**config.mk**
```make
export PLATFORM = sky130hd
export DESIGN_NAME = perceptron_fixed_increment_trainer_core
export DESIGN_NICKNAME = d
export VERILOG_FILES = /design/src/rtl/pfit_pkg.sv /design/src/rtl/pfit_regs.sv /design/src/rtl/pfit_step.sv /design/src/rtl/perceptron_fixed_increment_trainer_core.sv
export VERILOG_INCLUDE_DIRS = /design/src /design/src/rtl
export SDC_FILE = /design/constraint.sdc
export NUM_CORES = 2
export LEC_CHECK = 0
export ABC_AREA = 1
export BUFFER_PORTS_ARGS = -buffer_cell sky130_fd_sc_hd__buf_2
export CAP_MARGIN = 20
export CORE_UTILIZATION = 58
export DETAILED_ROUTE_END_ITERATION = 7
export GPL_ROUTABILITY_DRIVEN = 0
export PLACE_DENSITY = 0.79
export REMOVE_ABC_BUFFERS = 1
export SYNTH_ARGS = -nofsm -noshare
export SYNTH_HDL_FRONTEND = slang
export SYNTH_SLANG_ARGS = --single-unit
export TNS_END_PERCENT = 1
```
**constraint.sdc**
```tcl
create_clock -name clk -period 9.3 [get_ports clk]
set_input_delay 1.395 -clock clk [delete_from_list [all_inputs] [get_ports clk]]
set_output_delay 1.395 -clock clk [all_outputs]
set_load 0.03 [all_outputs]
```
**src/rtl/perceptron_fixed_increment_trainer_core_defines.svh**
```systemverilog
// Assertion macros shared by the trainer RTL.
`ifndef PERCEPTRON_FIXED_INCREMENT_TRAINER_CORE_DEFINES_SVH
`define PERCEPTRON_FIXED_INCREMENT_TRAINER_CORE_DEFINES_SVH

// The consequence must hold in the same cycle as the condition.
`define PFIT_ASSERT_NOW(lbl, ante, cons, msg) \
    lbl: assert property (@(posedge clk) disable iff (!rst_n) (ante) |-> (cons)) \
        else $error(msg);

// The consequence must hold in the cycle after the condition.
`define PFIT_ASSERT_NEXT(lbl, ante, cons, msg) \
    lbl: assert property (@(posedge clk) disable iff (!rst_n) (ante) |=> (cons)) \
        else $error(msg);

`endif

```
**src/rtl/pfit_pkg.sv**
```systemverilog
package pfit_pkg;

    localparam int COMPONENTS = 3;

    localparam int FEATURE_W = 8;
    localparam int WEIGHT_W  = 24;
    localparam int WIDE_W    = WEIGHT_W + 1;
    localparam int PROD_W    = WEIGHT_W + FEATURE_W;
    localparam int SCORE_W   = 34;
    localparam int RATE_W    = 4;
    localparam int DELTA_W   = RATE_W + 1 + FEATURE_W;
    localparam int SIZE_W    = 8;
    localparam int POS_W     = 8;
    localparam int RUN_W     = 8;
    localparam int PASS_W    = 16;

    localparam int NUM_REGS  = 2 + COMPONENTS;
    localparam int REG_IDX_W = $clog2(NUM_REGS + 1);
    localparam int ADDR_W    = REG_IDX_W + 2;
    localparam int DATA_W    = 32;
    localparam int WIDX_W    = (COMPONENTS > 1) ? $clog2(COMPONENTS) : 1;

    localparam logic [REG_IDX_W-1:0] REG_SET_SIZE      = REG_IDX_W'(0);
    localparam logic [REG_IDX_W-1:0] REG_LEARN_RATE    = REG_IDX_W'(1);
    localparam logic [REG_IDX_W-1:0] REG_INIT_WEIGHT_0 = REG_IDX_W'(2);
    localparam logic [REG_IDX_W-1:0] REG_END           = REG_IDX_W'(NUM_REGS);

    typedef logic signed [WEIGHT_W-1:0]  weight_t;
    typedef logic signed [FEATURE_W-1:0] feature_t;
    typedef weight_t  [COMPONENTS-1:0]   weight_vec_t;
    typedef feature_t [COMPONENTS-1:0]   feature_vec_t;

    localparam weight_t WEIGHT_RESET = WEIGHT_W'(1);
    localparam weight_t WEIGHT_MAX   = {1'b0, {(WEIGHT_W-1){1'b1}}};
    localparam weight_t WEIGHT_MIN   = {1'b1, {(WEIGHT_W-1){1'b0}}};
    localparam logic [SIZE_W-1:0] SET_SIZE_RESET   = SIZE_W'(4);
    localparam logic [RATE_W-1:0] LEARN_RATE_RESET = RATE_W'(1);

    typedef enum logic [1:0] {
        SIGN_POS  = 2'd0,
        SIGN_ZERO = 2'd1,
        SIGN_NEG  = 2'd2
    } sign_code_t;

    typedef struct packed {
        logic [SIZE_W-1:0] set_size;
        logic [RATE_W-1:0] learn_rate;
    } cfg_t;

    typedef struct packed {
        logic              en;
        logic [WIDX_W-1:0] idx;
        weight_t           value;
    } preset_t;

    typedef struct packed {
        weight_vec_t       weights;
        logic [RUN_W-1:0]  correct_run;
        logic [POS_W-1:0]  position;
        logic [PASS_W-1:0] passes;
        logic              done;
    } state_t;

    typedef struct packed {
        feature_vec_t features;
        logic         class_negative;
    } sample_t;

    typedef struct packed {
        logic signed [SCORE_W-1:0] score;
        sign_code_t                sign_code;
        logic                      misclassified;
        weight_vec_t               new_weights;
        logic [POS_W-1:0]          sample_position;
        logic [PASS_W-1:0]         pass_number;
        logic                      converged;
    } result_t;

endpackage

```
**src/rtl/pfit_regs.sv**
```systemverilog
module pfit_regs
(
    input  logic                         clk,
    input  logic                         rst_n,
    input  logic                         psel,
    input  logic                         penable,
    input  logic                         pwrite,
    input  logic [pfit_pkg::ADDR_W-1:0]  paddr,
    input  logic [pfit_pkg::DATA_W-1:0]  pwdata,
    output logic [pfit_pkg::DATA_W-1:0]  prdata,
    output pfit_pkg::cfg_t               cfg,
    output pfit_pkg::preset_t            preset
);

    logic [pfit_pkg::SIZE_W-1:0] set_size_reg;
    logic [pfit_pkg::RATE_W-1:0] learn_rate_reg;
    pfit_pkg::weight_vec_t       init_weight_reg;

    logic [pfit_pkg::REG_IDX_W-1:0] reg_idx;
    logic [pfit_pkg::REG_IDX_W-1:0] weight_off;
    logic [pfit_pkg::WIDX_W-1:0]    weight_idx;
    logic                           is_weight;
    logic                           wr_en;
    pfit_pkg::weight_t              rd_weight;

    assign reg_idx    = paddr[pfit_pkg::ADDR_W-1:2];
    assign weight_off = reg_idx - pfit_pkg::REG_INIT_WEIGHT_0;
    assign weight_idx = weight_off[pfit_pkg::WIDX_W-1:0];
    assign is_weight  = (reg_idx >= pfit_pkg::REG_INIT_WEIGHT_0) && (reg_idx < pfit_pkg::REG_END);
    assign wr_en      = psel && penable && pwrite;

    always_ff @(posedge clk or negedge rst_n)
    begin
        if (!rst_n)
        begin
            set_size_reg   <= pfit_pkg::SET_SIZE_RESET;
            learn_rate_reg <= pfit_pkg::LEARN_RATE_RESET;
            for (int i = 0; i < pfit_pkg::COMPONENTS; i++)
            begin
                init_weight_reg[i] <= pfit_pkg::WEIGHT_RESET;
            end
        end
        else if (wr_en)
        begin
            if (reg_idx == pfit_pkg::REG_SET_SIZE)
            begin
                set_size_reg <= pwdata[pfit_pkg::SIZE_W-1:0];
            end
            else if (reg_idx == pfit_pkg::REG_LEARN_RATE)
            begin
                learn_rate_reg <= pwdata[pfit_pkg::RATE_W-1:0];
            end
            else if (is_weight)
            begin
                init_weight_reg[weight_idx] <= pwdata[pfit_pkg::WEIGHT_W-1:0];
            end
        end
    end

    assign rd_weight = is_weight ? init_weight_reg[weight_idx] : '0;

    always_comb
    begin
        if (reg_idx == pfit_pkg::REG_SET_SIZE)
        begin
            prdata = {{(pfit_pkg::DATA_W-pfit_pkg::SIZE_W){1'b0}}, set_size_reg};
        end
        else if (reg_idx == pfit_pkg::REG_LEARN_RATE)
        begin
            prdata = {{(pfit_pkg::DATA_W-pfit_pkg::RATE_W){1'b0}}, learn_rate_reg};
        end
        else
        begin
            prdata = {{(pfit_pkg::DATA_W-pfit_pkg::WEIGHT_W){rd_weight[pfit_pkg::WEIGHT_W-1]}},
                      rd_weight};
        end
    end

    assign cfg.set_size   = set_size_reg;
    assign cfg.learn_rate = learn_rate_reg;

    // Writing an initial weight also loads the live weight at once.
    assign preset.en    = wr_en && is_weight;
    assign preset.idx   = weight_idx;
    assign preset.value = pwdata[pfit_pkg::WEIGHT_W-1:0];

endmodule

```
**src/rtl/pfit_step.sv**
```systemverilog
module pfit_step
(
    input  pfit_pkg::state_t  state,
    input  pfit_pkg::sample_t sample,
    input  pfit_pkg::cfg_t    cfg,
    output pfit_pkg::state_t  state_next,
    output pfit_pkg::result_t result
);

    logic signed [pfit_pkg::PROD_W-1:0]  prod  [pfit_pkg::COMPONENTS];
    logic signed [pfit_pkg::DELTA_W-1:0] delta [pfit_pkg::COMPONENTS];
    logic signed [pfit_pkg::WIDE_W-1:0]  wide  [pfit_pkg::COMPONENTS];
    pfit_pkg::weight_vec_t               corrected;
    logic signed [pfit_pkg::SCORE_W-1:0] score_sum;
    logic [pfit_pkg::SIZE_W-1:0]         size;
    logic [pfit_pkg::POS_W:0]            pos_inc;
    logic [pfit_pkg::RUN_W-1:0]          run_inc;
    logic                                score_neg;
    logic                                score_zero;
    logic                                wrong_raw;
    logic                                wrong;
    pfit_pkg::sign_code_t                sign_code;

    assign size = (cfg.set_size == '0) ? pfit_pkg::SIZE_W'(1) : cfg.set_size;

    always_comb
    begin
        score_sum = '0;
        for (int i = 0; i < pfit_pkg::COMPONENTS; i++)
        begin
            prod[i]   = $signed(state.weights[i]) * $signed(sample.features[i]);
            score_sum = score_sum + pfit_pkg::SCORE_W'(prod[i]);
        end
    end

    always_comb
    begin
        for (int i = 0; i < pfit_pkg::COMPONENTS; i++)
        begin
            delta[i] = $signed({1'b0, cfg.learn_rate}) * $signed(sample.features[i]);
            if (sample.class_negative)
            begin
                wide[i] = pfit_pkg::WIDE_W'($signed(state.weights[i]))
                        - pfit_pkg::WIDE_W'(delta[i]);
            end
            else
            begin
                wide[i] = pfit_pkg::WIDE_W'($signed(state.weights[i]))
                        + pfit_pkg::WIDE_W'(delta[i]);
            end
            if (wide[i][pfit_pkg::WIDE_W-1] != wide[i][pfit_pkg::WIDE_W-2])
            begin
                corrected[i] = wide[i][pfit_pkg::WIDE_W-1] ? pfit_pkg::WEIGHT_MIN
                                                            : pfit_pkg::WEIGHT_MAX;
            end
            else
            begin
                corrected[i] = wide[i][pfit_pkg::WEIGHT_W-1:0];
            end
        end
    end

    assign score_neg  = score_sum[pfit_pkg::SCORE_W-1];
    assign score_zero = (score_sum == '0);
    assign wrong_raw  = sample.class_negative ? !score_neg : (score_neg || score_zero);
    assign wrong      = wrong_raw && !state.done;

    always_comb
    begin
        if (score_neg)
        begin
            sign_code = pfit_pkg::SIGN_NEG;
        end
        else if (score_zero)
        begin
            sign_code = pfit_pkg::SIGN_ZERO;
        end
        else
        begin
            sign_code = pfit_pkg::SIGN_POS;
        end
    end

    assign run_inc = (state.correct_run != '1) ? state.correct_run + 1'b1 : state.correct_run;
    assign pos_inc = {1'b0, state.position} + 1'b1;

    always_comb
    begin
        state_next = state;
        if ((state.position == '0) && (state.passes != '1))
        begin
            state_next.passes = state.passes + 1'b1;
        end
        if (!state.done)
        begin
            if (wrong_raw)
            begin
                state_next.weights     = corrected;
                state_next.correct_run = '0;
            end
            else
            begin
                state_next.correct_run = run_inc;
                if (run_inc >= size)
                begin
                    state_next.done = 1'b1;
                end
            end
        end
        if (pos_inc >= {1'b0, size})
        begin
            state_next.position = '0;
        end
        else
        begin
            state_next.position = pos_inc[pfit_pkg::POS_W-1:0];
        end
    end

    assign result.score           = score_sum;
    assign result.sign_code       = sign_code;
    assign result.misclassified   = wrong;
    assign result.new_weights     = state_next.weights;
    assign result.sample_position = state.position;
    assign result.pass_number     = state_next.passes;
    assign result.converged       = state_next.done;

endmodule

```
**src/rtl/perceptron_fixed_increment_trainer_core.sv**
```systemverilog
// Perceptron trainer using the fixed-increment rule. Each input beat is one
// augmented sample; each output beat reports the score of the weights held
// before that sample, its sign, whether the weights were corrected, the weights
// after the step, the sample's position in the pass, the pass number and the
// converged flag. The block takes one beat per cycle unless out_ready stalls
// it: a beat sits in an input register, and combinational multiply, sum and
// update logic writes the weights and the output register together, so a
// result is offered once its beat moves from the input to the output register.
// in_ready drops only while both registers hold a beat and out_ready is low.
// Writing an initial weight through the APB port also loads that live weight
// at once; configure only while no beat is in flight.
`include "perceptron_fixed_increment_trainer_core_defines.svh"

module perceptron_fixed_increment_trainer_core
(
    input  logic                                  clk,
    input  logic                                  rst_n,

    input  logic                                  psel,
    input  logic                                  penable,
    input  logic                                  pwrite,
    input  logic [pfit_pkg::ADDR_W-1:0]           paddr,
    input  logic [pfit_pkg::DATA_W-1:0]           pwdata,
    output logic [pfit_pkg::DATA_W-1:0]           prdata,
    output logic                                  pready,

    input  logic                                  in_valid,
    output logic                                  in_ready,
    input  logic signed [pfit_pkg::FEATURE_W-1:0] feature_0,
    input  logic signed [pfit_pkg::FEATURE_W-1:0] feature_1,
    input  logic signed [pfit_pkg::FEATURE_W-1:0] feature_2,
    input  logic                                  class_negative,

    output logic                                  out_valid,
    input  logic                                  out_ready,
    output logic signed [pfit_pkg::SCORE_W-1:0]   score,
    output logic [1:0]                            sign_code,
    output logic                                  misclassified,
    output logic signed [pfit_pkg::WEIGHT_W-1:0]  new_weight_0,
    output logic signed [pfit_pkg::WEIGHT_W-1:0]  new_weight_1,
    output logic signed [pfit_pkg::WEIGHT_W-1:0]  new_weight_2,
    output logic [pfit_pkg::POS_W-1:0]            sample_position,
    output logic [pfit_pkg::PASS_W-1:0]           pass_number,
    output logic                                  converged
);

    pfit_pkg::cfg_t    cfg;
    pfit_pkg::preset_t cfg_preset;
    pfit_pkg::sample_t sample_in;
    pfit_pkg::sample_t sample_reg;
    pfit_pkg::state_t  state_reg;
    pfit_pkg::state_t  state_next;
    pfit_pkg::result_t result_reg;
    pfit_pkg::result_t result_next;
    logic              in_valid_reg;
    logic              out_valid_reg;
    logic              advance;
    logic              load;

    pfit_regs u_regs
    (
        .clk     (clk),
        .rst_n   (rst_n),
        .psel    (psel),
        .penable (penable),
        .pwrite  (pwrite),
        .paddr   (paddr),
        .pwdata  (pwdata),
        .prdata  (prdata),
        .cfg     (cfg),
        .preset  (cfg_preset)
    );

    assign pready = 1'b1;

    assign sample_in.features[0]    = feature_0;
    assign sample_in.features[1]    = feature_1;
    assign sample_in.features[2]    = feature_2;
    assign sample_in.class_negative = class_negative;

    assign advance  = in_valid_reg && (!out_valid_reg || out_ready);
    assign in_ready = !in_valid_reg || advance;
    assign load     = in_valid && in_ready;

    always_ff @(posedge clk or negedge rst_n)
    begin
        if (!rst_n)
        begin
            in_valid_reg <= 1'b0;
        end
        else if (load)
        begin
            in_valid_reg <= 1'b1;
        end
        else if (advance)
        begin
            in_valid_reg <= 1'b0;
        end
    end

    always_ff @(posedge clk)
    begin
        if (load)
        begin
            sample_reg <= sample_in;
        end
    end

    pfit_step u_step
    (
        .state      (state_reg),
        .sample     (sample_reg),
        .cfg        (cfg),
        .state_next (state_next),
        .result     (result_next)
    );

    always_ff @(posedge clk or negedge rst_n)
    begin
        if (!rst_n)
        begin
            for (int i = 0; i < pfit_pkg::COMPONENTS; i++)
            begin
                state_reg.weights[i] <= pfit_pkg::WEIGHT_RESET;
            end
            state_reg.correct_run <= '0;
            state_reg.position    <= '0;
            state_reg.passes      <= '0;
            state_reg.done        <= 1'b0;
        end
        else if (cfg_preset.en)
        begin
            state_reg.weights[cfg_preset.idx] <= cfg_preset.value;
        end
        else if (advance)
        begin
            state_reg <= state_next;
        end
    end

    always_ff @(posedge clk or negedge rst_n)
    begin
        if (!rst_n)
        begin
            out_valid_reg <= 1'b0;
        end
        else if (advance)
        begin
            out_valid_reg <= 1'b1;
        end
        else if (out_ready)
        begin
            out_valid_reg <= 1'b0;
        end
    end

    always_ff @(posedge clk)
    begin
        if (advance)
        begin
            result_reg <= result_next;
        end
    end

    assign out_valid       = out_valid_reg;
    assign score           = result_reg.score;
    assign sign_code       = result_reg.sign_code;
    assign misclassified   = result_reg.misclassified;
    assign new_weight_0    = result_reg.new_weights[0];
    assign new_weight_1    = result_reg.new_weights[1];
    assign new_weight_2    = result_reg.new_weights[2];
    assign sample_position = result_reg.sample_position;
    assign pass_number     = result_reg.pass_number;
    assign converged       = result_reg.converged;

    `PFIT_ASSERT_NEXT(a_done_sticky, state_reg.done, state_reg.done, "converged flag cleared")
    `PFIT_ASSERT_NEXT(a_weights_frozen, state_reg.done && !cfg_preset.en, $stable(state_reg.weights), "weights moved after convergence")
    `PFIT_ASSERT_NOW(a_miss_not_conv, out_valid_reg && result_reg.misclassified, !result_reg.converged, "corrected beat reports convergence")

endmodule
```
==> key figures <==
Run status
  • Outcome: complete, but fails checks
  • Failing checks: design-rule violations

Timing
  • Max-slew headroom: 0.2471
  • Slew Limit Fails: 0
  • F_max: approximately 0.11 GHz
  • Skew final: 21.18 ps
  • Hold Fails Final Rpt: 0
  • Final cycle utilization of the critical path: 0.9447
  • Fin crit period: 8786 ps
  • TNS Setup: 0 ps
  • Worst-Margin Slew: 1129 ps
  • Final setup vio count: 0
  • Unrepaired setup endpoints after global routing: no

Cells and area
  • Synth-to-Final Area Change: 7.494%
  • Fin cells: 7164
  • Final Util: 0.6290
  • Max FFs per register: 105
  • Final-stage net count: between 7000 and 8000
  • Layout cells sized above 1: 0.07579
  • Fillers: 6666

Critical path
  • R2r setup slk: between 500 and 600 ps
  • Req. time, crit path: 9820 ps
  • Max incr delay on CP: about 660 ps
  • Crit-path slowest cell: clkinv_1
  • WP data arrival: 9310 ps
  • CP dominant cell by count: nand2_1
  • Crit Path Category: flop to flop
  • Crit path max fanout: 23
  • CP Launch Type: flop
  • CP endpoint kind: flop

Logic synthesis
  • Synth Instances: 5982
  • Synth top area share: 0.2776
  • Synth cell count leaders: inv_1 (1581), nand2_1 (1549), fa_1 (640), o21ai_0 (281), ha_1 (276)
  • Most frequent cell after synthesis: inv_1
  • EDFF count, synth: 159
  • Ys Warns: 0
  • Async SR Flop Fraction: 0.5457
  • Ys flop type: dfrtp_1
  • Top cells by area, synth: fa_1 (28%), inv_1 (13%), nand2_1 (13%), edfxtp_1 (10%), dfrtp_1 (9.9%)
  • Seq/Total Area, Yosys: 0.2072
  • Synth unique cells: 59
  • Post-synthesis cell area: approximately 0.046 mm2
  • Mean post-synth cell area: 7.715 um2
  • Yosys reg bits: 350
  • Synth area leader: fa_1

Floorplanning
  • Die area: 0.08070 mm2
  • Io pins: 238
  • Initial Util: 0.5851
  • Rows: between 100 and 150
  • Die Y: 284.1 um
  • Die Wd: around 280 um
  • Core area: 0.07887 mm2

Clock tree
  • CTS buffer count: 43
  • Root Driver: clkbuf_16
  • Post-CTS Resized: 0
  • CTS tree: yes
  • Post-CTS Hold Fix Bufs: 0
  • Htree depth: 2
  • Latest clock arrival within the worst-skew pair: 600 ps
  • Post-CTS Setup Inserts: 0
  • CTS clk-pin slew, worst paths: approximately 60 ps
  • CTS sink count: 350
  • Max Buffers Root-to-Sink: 3

Routing
  • Drt via density: roughly 5.5
  • Routed WL: 132000 um
  • DR iter-0 viols: 3767
  • Via Count: ~40000
  • Routed len/inst: roughly 18 um
  • Drc violations: 4
  • Antenna-violating nets left: 0
  • Drt pass-1 iters: 8

Placement
  • Dpl hpwl: 107000 um
  • Port buffer count: 226
  • Inst Count DP: 7079

Global routing
  • First-pass GRT wire length: ~210000 um
  • Largest net degree at the start of global routing: between 70 and 80
  • Vias in the first global route: 39860
  • Grt total ovfl: 0
  • Initial antenna violation count: 16
  • GRT Total Usage: 0.3333

Run
  • Max Cap Violations: 0

Min path
  • Tightest Hold Check Type: flop to flop
cell families after synthesis:
kind of cell,after synthesis,synth area share
AND/OR/NAND/NOR,2235,0.2020
buffers and inverters,1831,0.1521
flip-flops,350,0.2072
AO/OA/AOI/OAI,521,0.06117
adder cells (fa/ha/maj),916,0.3525
XOR/XNOR,128,0.02494
other,1,0.00008126
layer usage:
| layer | GRT usage | part of all wire | up-vias |
|---|---|---|---|
| li1 | - | - | 17900 |
| met4 | 0.1985 | 0.070 | 20 |
| met2 | 0.5326 | 0.45 | 2060 |
| met3 | 0.08186 | 0.11 | 501 |
| met1 | 0.4105 | 0.37 | 18790 |
| met5 | 0 | 0.0010 | - |
worst paths after layout:
| kind | cells after the start | to | start |
|---|---|---|---|
| max in group asynchronous | 3 | state_reg[42]$_DFFE_PN0P_ | rst_n |
| min | 2 | u_regs.init_weight_reg[65]$_DFFE_PN0P_ | u_regs.init_weight_reg[65]$_DFFE_PN0P_ |
| min in group asynchronous | 1 | state_reg[63]$_DFFE_PN0P_ | rst_n |
| max | 34 | state_reg[81]$_DFFE_PN1P_ | sample_reg[8]$_DFFE_PP_ |
| max reg2reg | 34 | state_reg[81]$_DFFE_PN1P_ | sample_reg[8]$_DFFE_PP_ |
| min reg2reg | 2 | u_regs.init_weight_reg[65]$_DFFE_PN0P_ | u_regs.init_weight_reg[65]$_DFFE_PN0P_ |
cell type report:
type,instances,area [um2],area share
clock inverters,27,359.1,0.007239
flip-flops and latches,350,9564,0.1928
diodes,5,12.51,0.0002522
clock buffers,51,1126,0.02270
repair buffers,290,1685,0.03397
well taps,1050,1314,0.02648
inverters,1590,5969,0.1203
multi-input cells,3801,29580,0.5962
cells in the final DEF, fill, tap and decap left out, types with 6 or more instances in the layout:
| cell | count |
|---|---|
| o21bai_1 | 9 |
| xor2_1 | 79 |
| nand3b_1 | 8 |
| nor3_1 | 34 |
| o21ai_0 | 281 |
| nand4_1 | 49 |
| nand2_2 | 35 |
| ha_1 | 276 |
| buf_2 | 225 |
| nor2_1 | 235 |
| o21a_1 | 7 |
| o211ai_1 | 18 |
| clkbuf_16 | 43 |
| a21oi_1 | 142 |
| buf_4 | 60 |
| nor2_2 | 10 |
| and2_1 | 27 |
| nand2_1 | 1549 |
| bufinv_16 | 7 |
| nand3_2 | 16 |
| dfstp_2 | 8 |
| xnor2_1 | 45 |
| dfrtp_1 | 183 |
| clkinv_1 | 9 |
| inv_1 | 1581 |
| clkbuf_1 | 6 |
| o22ai_1 | 23 |
| or2_2 | 13 |
| nor4_1 | 11 |
| fa_1 | 640 |
| a21o_1 | 9 |
| a31oi_1 | 11 |
| edfxtp_1 | 159 |
| nand3_1 | 236 |
per-stage QoR:
| stage | hold WS (ps) | setup slack (ps) | instance area [um2] |
|---|---|---|---|
| detailed placement | 474.9 | 735.5 | 48050 |
| finish | 487.8 | 514.2 | 49610 |
| floorplan | 447.1 | -2772 | 45100 |
| global route | 492.4 | 164.7 | 49600 |
| CTS | 487.8 | 710.4 | 49540 |
| global placement | 472.8 | 847.1 | 48050 |
critical path, delay by kind of cell (launching register included):
family	cells	cell delay (ps)
adders and majority gates	8	3850
and+or+nand+nor	18	3050
buffers and inverters	7	1150
DFF	1	430
AOI/OAI and AO/OA	1	210
Power is not shown: default switching activity piles up to over one toggle a cycle in this logic, so the estimate is an artifact.
